--- src/design/ghp_pkg.sv ---
// ----------------------------------------------------------------------------
// ghp_pkg
// Types and constants shared by the gzip header parser files.
// ----------------------------------------------------------------------------
package ghp_pkg;

  typedef enum logic [4:0] {
    PH_ID1     = 5'd0,
    PH_ID2     = 5'd1,
    PH_CM      = 5'd2,
    PH_FLG     = 5'd3,
    PH_MT0     = 5'd4,
    PH_MT1     = 5'd5,
    PH_MT2     = 5'd6,
    PH_MT3     = 5'd7,
    PH_XFL     = 5'd8,
    PH_OS      = 5'd9,
    PH_XLEN0   = 5'd10,
    PH_XLEN1   = 5'd11,
    PH_EXTRA   = 5'd12,
    PH_NAME    = 5'd13,
    PH_COMMENT = 5'd14,
    PH_HCRC0   = 5'd15,
    PH_HCRC1   = 5'd16,
    PH_DONE    = 5'd17
  } phase_t;

  typedef enum logic [1:0] {
    ST_HEADER  = 2'd0,
    ST_DONE    = 2'd1,
    ST_INVALID = 2'd2,
    ST_PAYLOAD = 2'd3
  } status_t;

  localparam logic [7:0] MAGIC_ONE      = 8'h1f;
  localparam logic [7:0] MAGIC_TWO      = 8'h8b;
  localparam logic [7:0] METHOD_DEFLATE = 8'h08;

  // bit positions in pending_flags
  localparam int FLAG_HCRC    = 0;
  localparam int FLAG_EXTRA   = 1;
  localparam int FLAG_NAME    = 2;
  localparam int FLAG_COMMENT = 3;

  typedef struct packed {
    phase_t      phase;
    logic [3:0]  pending_flags;
    logic [15:0] extra_remaining;
    logic        error_seen;
  } parse_state_t;

  localparam parse_state_t STATE_RESET = '{
    phase:           PH_ID1,
    pending_flags:   4'd0,
    extra_remaining: 16'd0,
    error_seen:      1'b0
  };

  typedef struct packed {
    status_t    status;
    logic [7:0] payload_byte;
  } step_result_t;

endpackage

--- src/design/ghp_if.sv ---
// ----------------------------------------------------------------------------
// ghp channel interfaces
// Valid/ready channels for stream bytes in and parse results out.
// ----------------------------------------------------------------------------
interface ghp_in_if;
  logic       valid;
  logic       ready;
  logic [7:0] data_byte;
  logic       restart;

  modport source (output valid, output data_byte, output restart, input ready);
  modport sink (input valid, input data_byte, input restart, output ready);
endinterface

interface ghp_out_if;
  logic       valid;
  logic       ready;
  logic [1:0] status;
  logic [7:0] payload_byte;

  modport source (output valid, output status, output payload_byte, input ready);
  modport sink (input valid, input status, input payload_byte, output ready);
endinterface

--- src/design/ghp_step.sv ---
// ----------------------------------------------------------------------------
// ghp_step
// One-byte parser update: next header state and the byte's result.
// ----------------------------------------------------------------------------
module ghp_step (
  input  ghp_pkg::parse_state_t cur,
  input  logic [7:0]            data_byte,
  input  logic                  restart,
  output ghp_pkg::parse_state_t nxt,
  output ghp_pkg::step_result_t res
);

  // skip header parts that take no byte; transitions only move forward
  function automatic ghp_pkg::parse_state_t settle(input ghp_pkg::parse_state_t s);
    ghp_pkg::parse_state_t t;
    t = s;
    if (t.phase == ghp_pkg::PH_XLEN0 && !t.pending_flags[ghp_pkg::FLAG_EXTRA]) begin
      t.phase = ghp_pkg::PH_NAME;
    end
    if (t.phase == ghp_pkg::PH_EXTRA && t.extra_remaining == 16'd0) begin
      t.pending_flags[ghp_pkg::FLAG_EXTRA] = 1'b0;
      t.phase = ghp_pkg::PH_NAME;
    end
    if (t.phase == ghp_pkg::PH_NAME && !t.pending_flags[ghp_pkg::FLAG_NAME]) begin
      t.phase = ghp_pkg::PH_COMMENT;
    end
    if (t.phase == ghp_pkg::PH_COMMENT && !t.pending_flags[ghp_pkg::FLAG_COMMENT]) begin
      t.phase = ghp_pkg::PH_HCRC0;
    end
    if (t.phase == ghp_pkg::PH_HCRC0 && !t.pending_flags[ghp_pkg::FLAG_HCRC]) begin
      t.phase = ghp_pkg::PH_DONE;
    end
    return t;
  endfunction

  ghp_pkg::parse_state_t base;
  ghp_pkg::parse_state_t work;
  logic                  bad;

  always_comb begin
    base             = restart ? ghp_pkg::STATE_RESET : cur;
    work             = base;
    bad              = 1'b0;
    res.status       = ghp_pkg::ST_HEADER;
    res.payload_byte = 8'd0;
    nxt              = base;

    if (base.error_seen) begin
      res.status = ghp_pkg::ST_INVALID;
    end else if (base.phase >= ghp_pkg::PH_DONE) begin
      res.status       = ghp_pkg::ST_PAYLOAD;
      res.payload_byte = data_byte;
    end else begin
      case (base.phase)
        ghp_pkg::PH_ID1: begin
          bad        = (data_byte != ghp_pkg::MAGIC_ONE);
          work.phase = ghp_pkg::PH_ID2;
        end
        ghp_pkg::PH_ID2: begin
          bad        = (data_byte != ghp_pkg::MAGIC_TWO);
          work.phase = ghp_pkg::PH_CM;
        end
        ghp_pkg::PH_CM: begin
          bad        = (data_byte != ghp_pkg::METHOD_DEFLATE);
          work.phase = ghp_pkg::PH_FLG;
        end
        ghp_pkg::PH_FLG: begin
          // drop FTEXT and the reserved top bits
          work.pending_flags = data_byte[4:1];
          work.phase         = ghp_pkg::PH_MT0;
        end
        ghp_pkg::PH_XLEN0: begin
          work.extra_remaining = {8'd0, data_byte};
          work.phase           = ghp_pkg::PH_XLEN1;
        end
        ghp_pkg::PH_XLEN1: begin
          work.extra_remaining = {data_byte, base.extra_remaining[7:0]};
          work.phase           = ghp_pkg::PH_EXTRA;
        end
        ghp_pkg::PH_EXTRA: begin
          work.extra_remaining = base.extra_remaining - 16'd1;
        end
        ghp_pkg::PH_NAME: begin
          if (data_byte == 8'd0) begin
            work.pending_flags[ghp_pkg::FLAG_NAME] = 1'b0;
            work.phase = ghp_pkg::PH_COMMENT;
          end
        end
        ghp_pkg::PH_COMMENT: begin
          if (data_byte == 8'd0) begin
            work.pending_flags[ghp_pkg::FLAG_COMMENT] = 1'b0;
            work.phase = ghp_pkg::PH_HCRC0;
          end
        end
        ghp_pkg::PH_HCRC0: begin
          work.phase = ghp_pkg::PH_HCRC1;
        end
        ghp_pkg::PH_HCRC1: begin
          work.pending_flags[ghp_pkg::FLAG_HCRC] = 1'b0;
          work.phase = ghp_pkg::PH_DONE;
        end
        default: begin
          // mtime, xfl and os bytes
          work.phase = ghp_pkg::phase_t'(base.phase + 5'd1);
        end
      endcase

      if (bad) begin
        work.error_seen = 1'b1;
        res.status      = ghp_pkg::ST_INVALID;
        nxt             = work;
      end else begin
        nxt        = settle(work);
        res.status = (nxt.phase == ghp_pkg::PH_DONE) ? ghp_pkg::ST_DONE
                                                     : ghp_pkg::ST_HEADER;
      end
    end
  end

endmodule

--- src/design/gzip_header_parser.sv ---
// ----------------------------------------------------------------------------
// gzip_header_parser
// Byte-serial gzip member header parser with payload pass-through.
// ----------------------------------------------------------------------------
// One byte is taken per transaction and one result comes back for each, in
// order. The block sustains one byte per clock while result.ready is held: a
// byte is held in the input register while the combinational header state
// update in ghp_step produces its result into the output register, so each
// byte goes through the input register and its result through the output
// register. The output register and the input register together hold two
// transactions, so one more byte is taken while a result waits.
// Status 0 means still in the header, 1 the byte that ends the header, 2 an
// invalid stream (sticky until a byte with restart set), 3 a payload byte,
// echoed on payload_byte. The header CRC is skipped, not checked.
module gzip_header_parser (
  input  logic          clk,
  input  logic          rst,
  ghp_in_if.sink        stream,
  ghp_out_if.source     result
);

  logic                  s1_valid;
  logic [7:0]            s1_byte;
  logic                  s1_restart;
  logic                  out_valid;
  ghp_pkg::step_result_t out_res;
  ghp_pkg::parse_state_t state;
  ghp_pkg::parse_state_t state_next;
  ghp_pkg::step_result_t res_next;
  logic                  out_free;
  logic                  s1_advance;

  assign out_free     = !out_valid || result.ready;
  assign s1_advance   = s1_valid && out_free;
  assign stream.ready = !s1_valid || out_free;

  ghp_step u_step (
    .cur       (state),
    .data_byte (s1_byte),
    .restart   (s1_restart),
    .nxt       (state_next),
    .res       (res_next)
  );

  always_ff @(posedge clk) begin
    if (rst) begin
      s1_valid  <= 1'b0;
      out_valid <= 1'b0;
      state     <= ghp_pkg::STATE_RESET;
    end else begin
      if (stream.ready) begin
        s1_valid <= stream.valid;
      end
      if (s1_advance) begin
        out_valid <= 1'b1;
        state     <= state_next;
      end else if (result.ready) begin
        out_valid <= 1'b0;
      end
    end
  end

  always_ff @(posedge clk) begin
    if (stream.valid && stream.ready) begin
      s1_byte    <= stream.data_byte;
      s1_restart <= stream.restart;
    end
    if (s1_advance) begin
      out_res <= res_next;
    end
  end

  assign result.valid        = out_valid;
  assign result.status       = out_res.status;
  assign result.payload_byte = out_res.payload_byte;

endmodule

--- src/flat_wrapper.sv ---
// flat-port wrapper written by rule: the top's interface ports become plain ports
module gzip_header_parser_flat 
  (clk, rst, stream_valid, stream_data_byte, stream_restart, stream_ready, result_valid, result_status, result_payload_byte, result_ready);
  ghp_in_if stream_i ();
  ghp_out_if result_i ();
  input  logic clk;
  input  logic rst;
  input wire logic [$bits(stream_i.valid)-1:0] stream_valid;
  input wire logic [$bits(stream_i.data_byte)-1:0] stream_data_byte;
  input wire logic [$bits(stream_i.restart)-1:0] stream_restart;
  output wire logic [$bits(stream_i.ready)-1:0] stream_ready;
  output wire logic [$bits(result_i.valid)-1:0] result_valid;
  output wire logic [$bits(result_i.status)-1:0] result_status;
  output wire logic [$bits(result_i.payload_byte)-1:0] result_payload_byte;
  input wire logic [$bits(result_i.ready)-1:0] result_ready;
  assign stream_i.valid = stream_valid;
  assign stream_i.data_byte = stream_data_byte;
  assign stream_i.restart = stream_restart;
  assign stream_ready = stream_i.ready;
  assign result_valid = result_i.valid;
  assign result_status = result_i.status;
  assign result_payload_byte = result_i.payload_byte;
  assign result_i.ready = result_ready;
  gzip_header_parser u_core (.clk(clk), .rst(rst), .stream(stream_i), .result(result_i));
endmodule
--- config.mk ---
export PLATFORM = sky130hd
export DESIGN_NAME = gzip_header_parser_flat
export DESIGN_NICKNAME = d
export VERILOG_FILES = /design/src/design/ghp_pkg.sv /design/src/design/ghp_if.sv /design/src/design/ghp_step.sv /design/src/design/gzip_header_parser.sv /design/src/flat_wrapper.sv
export SDC_FILE = /design/constraint.sdc
export NUM_CORES = 1
export LEC_CHECK = 0
export ABC_CLOCK_PERIOD_IN_PS = 8300
export BUFFER_PORTS_ARGS = -buffer_cell sky130_fd_sc_hd__clkbuf_2
export CAP_MARGIN = 20
export CORE_AREA = 5 5 122 101
export DETAILED_ROUTE_END_ITERATION = 8
export DIE_AREA = 0 0 127 106
export PLACE_DENSITY_LB_ADDON = 0.12
export SETUP_SLACK_MARGIN = 0.4
export SYNTH_ARGS = -nofsm -noshare
export SYNTH_HDL_FRONTEND = slang
export SYNTH_SLANG_ARGS = --single-unit
--- constraint.sdc ---
create_clock -name clk -period 8.3 [get_ports clk]
set_input_delay 0.415 -clock clk [delete_from_list [all_inputs] [get_ports clk]]
set_output_delay 0.415 -clock clk [all_outputs]
set_load 0.01 [all_outputs]
==> results of run 1 <==
worst max-delay path by stage:
stage / from / to / slack, ns / depth (start not counted)
after detailed placement: u_core.s1_restart / u_core.result.status[0] / 4.82 / 12
after floorplan: u_core.s1_restart / u_core.state[23] / 5.38 / 13
after CTS: u_core.s1_restart / u_core.result.status[0] / 4.80 / 12
after global routing: u_core.s1_restart / u_core.result.status[0] / 4.46 / 12
final: u_core.s1_restart / u_core.result.status[0] / 4.74 / 12
after global placement: u_core.s1_restart / u_core.state[23] / 4.91 / 12
registers in the layout (all words and copies together), names as in the netlist:
name	flops
u_core.result.payload_byte	8
u_core.result.status	2
u_core.result.valid	1
u_core.s1_byte	8
u_core.s1_restart	1
u_core.s1_valid	1
u_core.state	26
metal layers:
layer / global-route usage [%] / wire (µm) / up-vias
li1: - / - / 1461
met1: 23.8 / 5160 / 1452
met2: 20.2 / 4100 / 112
met3: 3.06 / 816 / 9
met4: 2.53 / 78 / 0
met5: 0 / 0 / -
critical path, cell delays in order, from the launching register on:
cell and delay (ns):
sky130_fd_sc_hd__edfxtp_1 0.32, sky130_fd_sc_hd__buf_4 0.29, sky130_fd_sc_hd__inv_2 0.26, sky130_fd_sc_hd__nand2_1 0.13, sky130_fd_sc_hd__ha_1 0.28, sky130_fd_sc_hd__o21ai_2 0.19
sky130_fd_sc_hd__nand4bb_1 0.25, sky130_fd_sc_hd__a31oi_1 0.43, sky130_fd_sc_hd__nand4_1 0.19, sky130_fd_sc_hd__nor4_2 0.38, sky130_fd_sc_hd__a21oi_2 0.14, sky130_fd_sc_hd__a211o_1 0.34
sky130_fd_sc_hd__a21oi_1 0.16
final cells by class:
type	instances	area share, %
inverter	8	0.840
clock buffer	5	3.50
timing repair buffer	27	3.99
clock inverter	3	0.630
tap	148	5.18
multi-input combinational	293	54.2
sequential	47	31.6
cells in the final DEF, fill, tap and decap left out, drive strengths merged, types with 13 or more instances in the layout:
cell type  Yosys  final
o21ai         14     14
a211oi        19     19
dfxtp         28     28
nor2          42     42
nand2         26     26
clkbuf        11     29
nor3          17     17
a21oi         19     19
nand3         13     13
edfxtp        19     19
power groups by stage:
stage | registers (mW) | clock network [mW] | logic [mW]
after floorplan | 0.271 | 0 | 0.0792
after global placement | 0.281 | 0 | 0.104
after detailed placement | 0.281 | 0 | 0.103
after CTS | 0.275 | 0.216 | 0.103
after global routing | 0.278 | 0.225 | 0.115
final | 0.276 | 0.209 | 0.104
kinds of logic after synthesis:
group                    count (synthesis)  share of synthesized area [%]
flip-flops                              47                           35.3
AO/OA/AOI/OAI                          108                           25.2
AND/OR/NAND/NOR                        172                           31.2
buffers and inverters                   30                           4.45
multiplexers                             7                           2.22
XOR/XNOR                                 5                           1.37
adder cells (fa/ha/maj)                  1                          0.390
stage by stage:
step	setup WS, ns	hold WS (ns)	util, %	total power, mW	cells
detailed placement	4.82	0.482	30.8	0.383	523
finish	4.74	0.291	32.1	0.589	531
global placement	4.91	0.466	30.8	0.384	523
floorplan	5.38	0.449	-	0.350	370
CTS	4.80	0.292	32.1	0.594	531
global route	4.46	0.293	32.1	0.618	531
==> metrics.md, run 1 <==
| Metric | Value |
|---|---|
| Number of cells traversed by the worst register-to-register path | `12` |
| Maximum number of pins on one net before global-route repair | `33` |
| Post-CTS Hold Buffers | `0` |
| Wire length per cell | `19.1 µm` |
| Fraction of final layout cells with drive strength greater than 1 | `15.4%` |
| Type of element capturing the critical path | `flop` |
| Sequential-to-total area share from yosys stat | `35.3%` |
| Power share of the combinational group | `17.7%` |
| Worst hold path class | `in2reg` |
| Setup fix buffers added after clock tree synthesis | `0` |
| Critical path launch point type | `flop` |
| Vias | `3034` |
| Data arrival time of the critical path | `3.70 ns` |
| Antenna violations before repair | `0` |
| Final setup violation count | `0` |
| Post-Layout Inst Area | `3580 µm²` |
| Final number of hold-violating endpoints | `0` |
| Post-synthesis cell area | `3210 µm²` |
| Start of the worst register-to-register path | `u_core.s1_restart` |
| Top cell types by occurrence after synthesis | `42 x sky130_fd_sc_hd__nor2_1, 28 x sky130_fd_sc_hd__dfxtp_1, 26 x sky130_fd_sc_hd__nand2_1, 19 x sky130_fd_sc_hd__edfxtp_1, 18 x sky130_fd_sc_hd__a211oi_1` |
| DRC Markers | `0` |
| Count of cells resized by post-cts repair | `0` |
| Global route total overflow | `0` |
| Total length of routed wires | `10.2 mm` |
| Number of global-route vias before repair | `2687` |
| CTS tree | `done` |
| Cells on Worst Hold Path | `1` |
| Max Fclk | `281 MHz` |
| Share of total power in sequential cells | `46.8%` |
| Largest cells by area after synthesis | `sky130_fd_sc_hd__edfxtp_1 18%, sky130_fd_sc_hd__dfxtp_1 17%, sky130_fd_sc_hd__nor2_1 4.9%` |
| Die width | `127 µm` |
| Top flip-flop cell by instance count after synthesis | `sky130_fd_sc_hd__dfxtp_1` |
| Via/cell ratio | `5.71` |
| Worst Tran Pin Value | `0.846 ns` |
| Synth cell types | `84` |
| Antenna viol nets, final | `0` |
| IO Count | `25` |
| First drt pass iteration count | `5` |
| Leading area contributor after synthesis | `sky130_fd_sc_hd__edfxtp_1` |
| Wire length of the first global-routing pass | `16.0 mm` |
| Pleak | `1.19 nW` |
| Gate Count Post-Synth | `370` |
| Syn avg cell area | `8.67 µm²` |
| Number of filler instances in the final layout | `1208` |
| Max transition margin | `43.5%` |
| Reg2Reg Setup Slack | `4.74 ns` |
| Post-route setup TNS | `0 ns` |
| Area occupied by multi-input gates | `1940 µm²` |
| DRC violation total after the first TritonRoute iteration | `301` |
| Global-route usage over all layers | `14.8%` |
| Clock network fraction of total power | `35.5%` |
| CTS sink cnt | `47` |
| Number of max-cap violations | `0` |
| Async SR Flop Fraction | `0%` |
| Final Cycle Share | `42.9%` |
| Power per unit of standard cell area | `165 nW/µm²` |
| Peak supply drop | `0.0787 mV` |
| Shortest period the worst path allows | `3.56 ns` |
| Outcome | `finished, final reports clean` |
| Effective utilization at floorplan | `28.8%` |
| Final Max Tran Viols | `0` |
| Placeable core area | `11100 µm²` |
| RSZ-0062 raised after global routing | `no` |
| Clock input transition at the sequential cells of the worst setup and hold paths | `0.07 ns` |
| Number of standard-cell rows in the floorplan | `35` |
| Worst-Skew Late Latency | `0.29 ns` |
| TritonCTS Buffers | `5` |
| Data required time at the worst endpoint | `8.44 ns` |
| Ant. Diodes | `0` |
| Final Wtd Congestion | `0.824` |
| Area overhead of the layout relative to synthesis | `11.5%` |
| Worst reg2reg path endpoint | `u_core.result.status[0]` |
| Die footprint | `13500 µm²` |
| CTS max path bufs | `2` |
| CTS Root Buffer Type | `sky130_fd_sc_hd__clkbuf_16` |
| Share of the synthesized area in the top cell type | `17.8%` |
| Die Ht | `106 µm` |
| Worst Path Class, Setup | `reg2reg` |
| Fraction of power spent switching nets | `31.1%` |
| Flip-flop and latch count after synthesis | `47` |
| HPWL reported at the end of detailed placement | `7.22 mm` |
| H-tree depth | `2` |
| Setup skew after layout | `0.00717 ns` |
| Top-count cell post-synth | `sky130_fd_sc_hd__nor2_1` |
| Count of buffers inserted at the top-level ports | `24` |
| Syn Nets | `384` |
| Critical path peak fanout | `24` |
| Yosys warning count | `0` |
| Register area | `1130 µm²` |
| Placement-stage cell area | `3430 µm²` |
| Post-synth EDFFs | `19` |
| Internal power consumption | `0.406 mW` |
| Net switching power of the design | `0.184 mW` |
| Net count reported at finish | `396` |
| Startpoint of the tightest hold check path | `stream_data_byte[2]` |
| End point of the most critical hold path | `u_core.s1_byte[2]` |
(Power assumes the default switching activity.)
==> inputs of run 2 (changes only) <==
--- a/config.mk
+++ b/config.mk
@@ -5,7 +5,7 @@
 export SDC_FILE = /design/constraint.sdc
 export NUM_CORES = 1
 export LEC_CHECK = 0
-export ABC_CLOCK_PERIOD_IN_PS = 8300
+export ABC_CLOCK_PERIOD_IN_PS = 3700
 export BUFFER_PORTS_ARGS = -buffer_cell sky130_fd_sc_hd__clkbuf_2
 export CAP_MARGIN = 20
 export CORE_AREA = 5 5 122 101
==> constraint.sdc (replaced) <==
create_clock -name clk -period 3.7 [get_ports clk]
set_input_delay 0.185 -clock clk [delete_from_list [all_inputs] [get_ports clk]]
set_output_delay 0.185 -clock clk [all_outputs]
set_load 0.01 [all_outputs]
==> run 2 against run 1 <==
Against the previous run: via count is 3.7% higher; critical path depth is 3 lower; non-clock buffer count is 22 higher; global-route usage is 0.65 points higher; clock power is 130% higher; setup slack worse by 4.2 ns; core utilization is 1.7 points higher; maximum frequency is 14% higher; count of clock-buffer cells in the layout stayed put; design area is 5.3% higher; sequential share of layout area is 1.5 points lower.
==> metrics.md, run 2 (synthesized netlist as in run 1, its figures left out) <==
| Metric | Value |
|---|---|
| Outcome | `finished, final reports clean (unchanged)` |
| Global-route usage over all layers | `15.5% (was 14.8%)` |
| Net count reported at finish | `418 (was 396)` |
| Antenna violations before repair | `0 (unchanged)` |
| DRC violation total after the first TritonRoute iteration | `355 (was 301)` |
| RSZ-0062 raised after global routing | `no (unchanged)` |
| Number of standard-cell rows in the floorplan | `35 (unchanged)` |
| Post-CTS Hold Buffers | `0 (unchanged)` |
| Final Cycle Share | `84.7% (was 42.9%)` |
| Worst Path Class, Setup | `reg2reg (unchanged)` |
| Setup skew after layout | `0.00565 ns (was 0.00717 ns)` |
| Total length of routed wires | `10.5 mm (was 10.2 mm)` |
| Maximum number of pins on one net before global-route repair | `33 (unchanged)` |
| Max reg flops | `26 (unchanged)` |
| CTS tree | `done (unchanged)` |
| Max transition margin | `51.8% (was 43.5%)` |
| Placement-stage worst setup slack | `0.502 ns (was 4.82 ns)` |
| Fraction of final layout cells with drive strength greater than 1 | `21.2% (was 15.4%)` |
| Antenna viol nets, final | `0 (unchanged)` |
| Clock input transition at the sequential cells of the worst setup and hold paths | `0.07 ns (about the same)` |
| Power per unit of standard cell area | `359 nW/µm² (was 165 nW/µm²)` |
| Ant. Diodes | `0 (unchanged)` |
| Final Max Tran Viols | `0 (unchanged)` |
| Post-layout instance count excluding filler cells | `553 (was 531)` |
| Global route total overflow | `0 (unchanged)` |
| HPWL reported at the end of detailed placement | `7.54 mm (was 7.22 mm)` |
| Cell Count Post-Placement | `540 (was 523)` |
| DRC Markers | `0 (unchanged)` |
| CTS max path bufs | `2 (unchanged)` |
| Die Ht | `106 µm (unchanged)` |
| Critical path peak fanout | `7 (was 24)` |
| Via/cell ratio | `5.69 (was 5.71)` |
| Vias | `3145 (was 3034)` |
| Internal power consumption | `0.925 mW (was 0.406 mW)` |
| Max Fclk | `319 MHz (was 281 MHz)` |
| TritonCTS Buffers | `5 (unchanged)` |
| Share of total power in sequential cells | `45.2% (was 46.8%)` |
| Die footprint | `13500 µm² (unchanged)` |
| Data required time at the worst endpoint | `3.86 ns (was 8.44 ns)` |
| Number of filler instances in the final layout | `1197 (was 1208)` |
| Shortest period the worst path allows | `3.13 ns (was 3.56 ns)` |
| Most frequent cells in the layout | `42 x sky130_fd_sc_hd__nor2_1, 26 x sky130_fd_sc_hd__nand2_1, 26 x sky130_fd_sc_hd__dfxtp_1, 25 x sky130_fd_sc_hd__buf_4, 24 x sky130_fd_sc_hd__clkbuf_2 (was 42 x sky130_fd_sc_hd__nor2_1, 28 x sky130_fd_sc_hd__dfxtp_1, 26 x sky130_fd_sc_hd__nand2_1, 24 x sky130_fd_sc_hd__clkbuf_2, 19 x sky130_fd_sc_hd__edfxtp_1)` |
| IO Count | `25 (unchanged)` |
| Crit path setup slack, layout | `0.565 ns (was 4.74 ns)` |
| Final number of hold-violating endpoints | `0 (unchanged)` |
| H-tree depth | `2 (unchanged)` |
| Critical path launch point type | `flop (unchanged)` |
| Wire length of the first global-routing pass | `16.5 mm (was 16.0 mm)` |
| Worst hold path class | `in2reg (unchanged)` |
| Worst Tran Pin Value | `0.723 ns (was 0.846 ns)` |
| Type of element capturing the critical path | `flop (unchanged)` |
| Fraction of power spent switching nets | `31.6% (was 31.1%)` |
| CTS Root Buffer Type | `sky130_fd_sc_hd__clkbuf_16 (unchanged)` |
| CTS sink cnt | `47 (unchanged)` |
| Peak supply drop | `0.155 mV (was 0.0787 mV)` |
| Power share of the combinational group | `19.4% (was 17.7%)` |
| Placeable core area | `11100 µm² (unchanged)` |
| Pleak | `1.30 nW (was 1.19 nW)` |
| Post-route setup TNS | `0 ns (unchanged)` |
| Worst-Skew Late Latency | `0.30 ns (was 0.29 ns)` |
| Final Wtd Congestion | `0.917 (was 0.824)` |
| Most common cell after layout, fill and taps aside | `sky130_fd_sc_hd__nor2_1 (unchanged)` |
| Number of max-cap violations | `0 (unchanged)` |
| Count of buffers inserted at the top-level ports | `24 (unchanged)` |
| Wire length per cell | `18.9 µm (was 19.1 µm)` |
| Data arrival time of the critical path | `3.29 ns (was 3.70 ns)` |
| Die width | `127 µm (unchanged)` |
| Number of global-route vias before repair | `2899 (was 2687)` |
| Area overhead of the layout relative to synthesis | `17.4% (was 11.5%)` |
| Effective utilization at floorplan | `28.8% (unchanged)` |
| Net switching power of the design | `0.427 mW (was 0.184 mW)` |
| First drt pass iteration count | `5 (unchanged)` |
| Register name with the most flops | `u_core.state (unchanged)` |
| Final setup violation count | `0 (unchanged)` |
| Clock network fraction of total power | `35.4% (was 35.5%)` |
[run 2: timing repair]
item,CTS,global route
gates resized for setup,0,6
setup buffers,0,5
endpoints found under the setup margin,0,7
[run 2: routing by layer]
| layer | up-vias | global-route usage, % | part of all wire [%] |
|---|---|---|---|
| li1 | 1496 | - | - |
| met1 | 1522 | 23.2 | 51 |
| met5 | - | 0 | 0 |
| met2 | 115 | 22.2 | 43 |
| met3 | 12 | 2.66 | 5.0 |
| met4 | 0 | 5.21 | 1.7 |
[run 2: power by group through the flow]
stage               Sequential (mW)  Combinational [mW]  Clock, mW
detailed placement            0.624               0.249          0
global placement              0.624               0.252          0
global route                  0.615               0.287      0.506
floorplan                     0.608               0.178          0
CTS                           0.612               0.251      0.491
finish                        0.611               0.262      0.478
[run 2: through the flow]
stage,instance area [µm²],util [%],total power [mW],hold slack (ns)
after global placement,3560,32.0,0.877,0.363
after CTS,3700,33.3,1.35,0.0466
after floorplan,3210,-,0.785,0.284
final,3770,33.9,1.35,0.0534
after detailed placement,3560,32.0,0.873,0.364
after global routing,3770,33.9,1.41,0.0515
[run 2: path summary, 6_finish.rpt]
path	start	end	slack, ns	cells past startpoint
worst max-delay path	u_core.s1_byte[2]	u_core.result.status[0]	0.57	9
worst max register to register	u_core.s1_byte[2]	u_core.result.status[0]	0.57	9
worst min-delay path	stream_data_byte[2]	u_core.s1_byte[2]	0.05	1
worst min register to register	u_core.state[16]	u_core.state[16]	0.49	2
[run 2: area by class of cell]
| type | instances | area (µm²) | area share [%] |
|---|---|---|---|
| Clock buffer | 5 | 125 | 3.32 |
| Clock inverter | 3 | 22.5 | 0.598 |
| Inverter | 8 | 30.0 | 0.797 |
| Tap cell | 148 | 185 | 4.92 |
| Sequential cell | 47 | 1130 | 30.1 |
| Timing Repair Buffer | 49 | 308 | 8.17 |
| Multi-Input combinational cell | 293 | 1960 | 52.1 |
[run 2: critical path, stage by stage, from the launching register on]
cell	delay [ns]
sky130_fd_sc_hd__edfxtp_1	0.57
sky130_fd_sc_hd__nor4_2	0.37
sky130_fd_sc_hd__nand2_1	0.21
sky130_fd_sc_hd__a311oi_4	0.46
sky130_fd_sc_hd__a21boi_1	0.25
sky130_fd_sc_hd__nand4_1	0.17
sky130_fd_sc_hd__nor4_4	0.34
sky130_fd_sc_hd__a21oi_2	0.14
sky130_fd_sc_hd__a211o_1	0.33
sky130_fd_sc_hd__a21oi_1	0.14
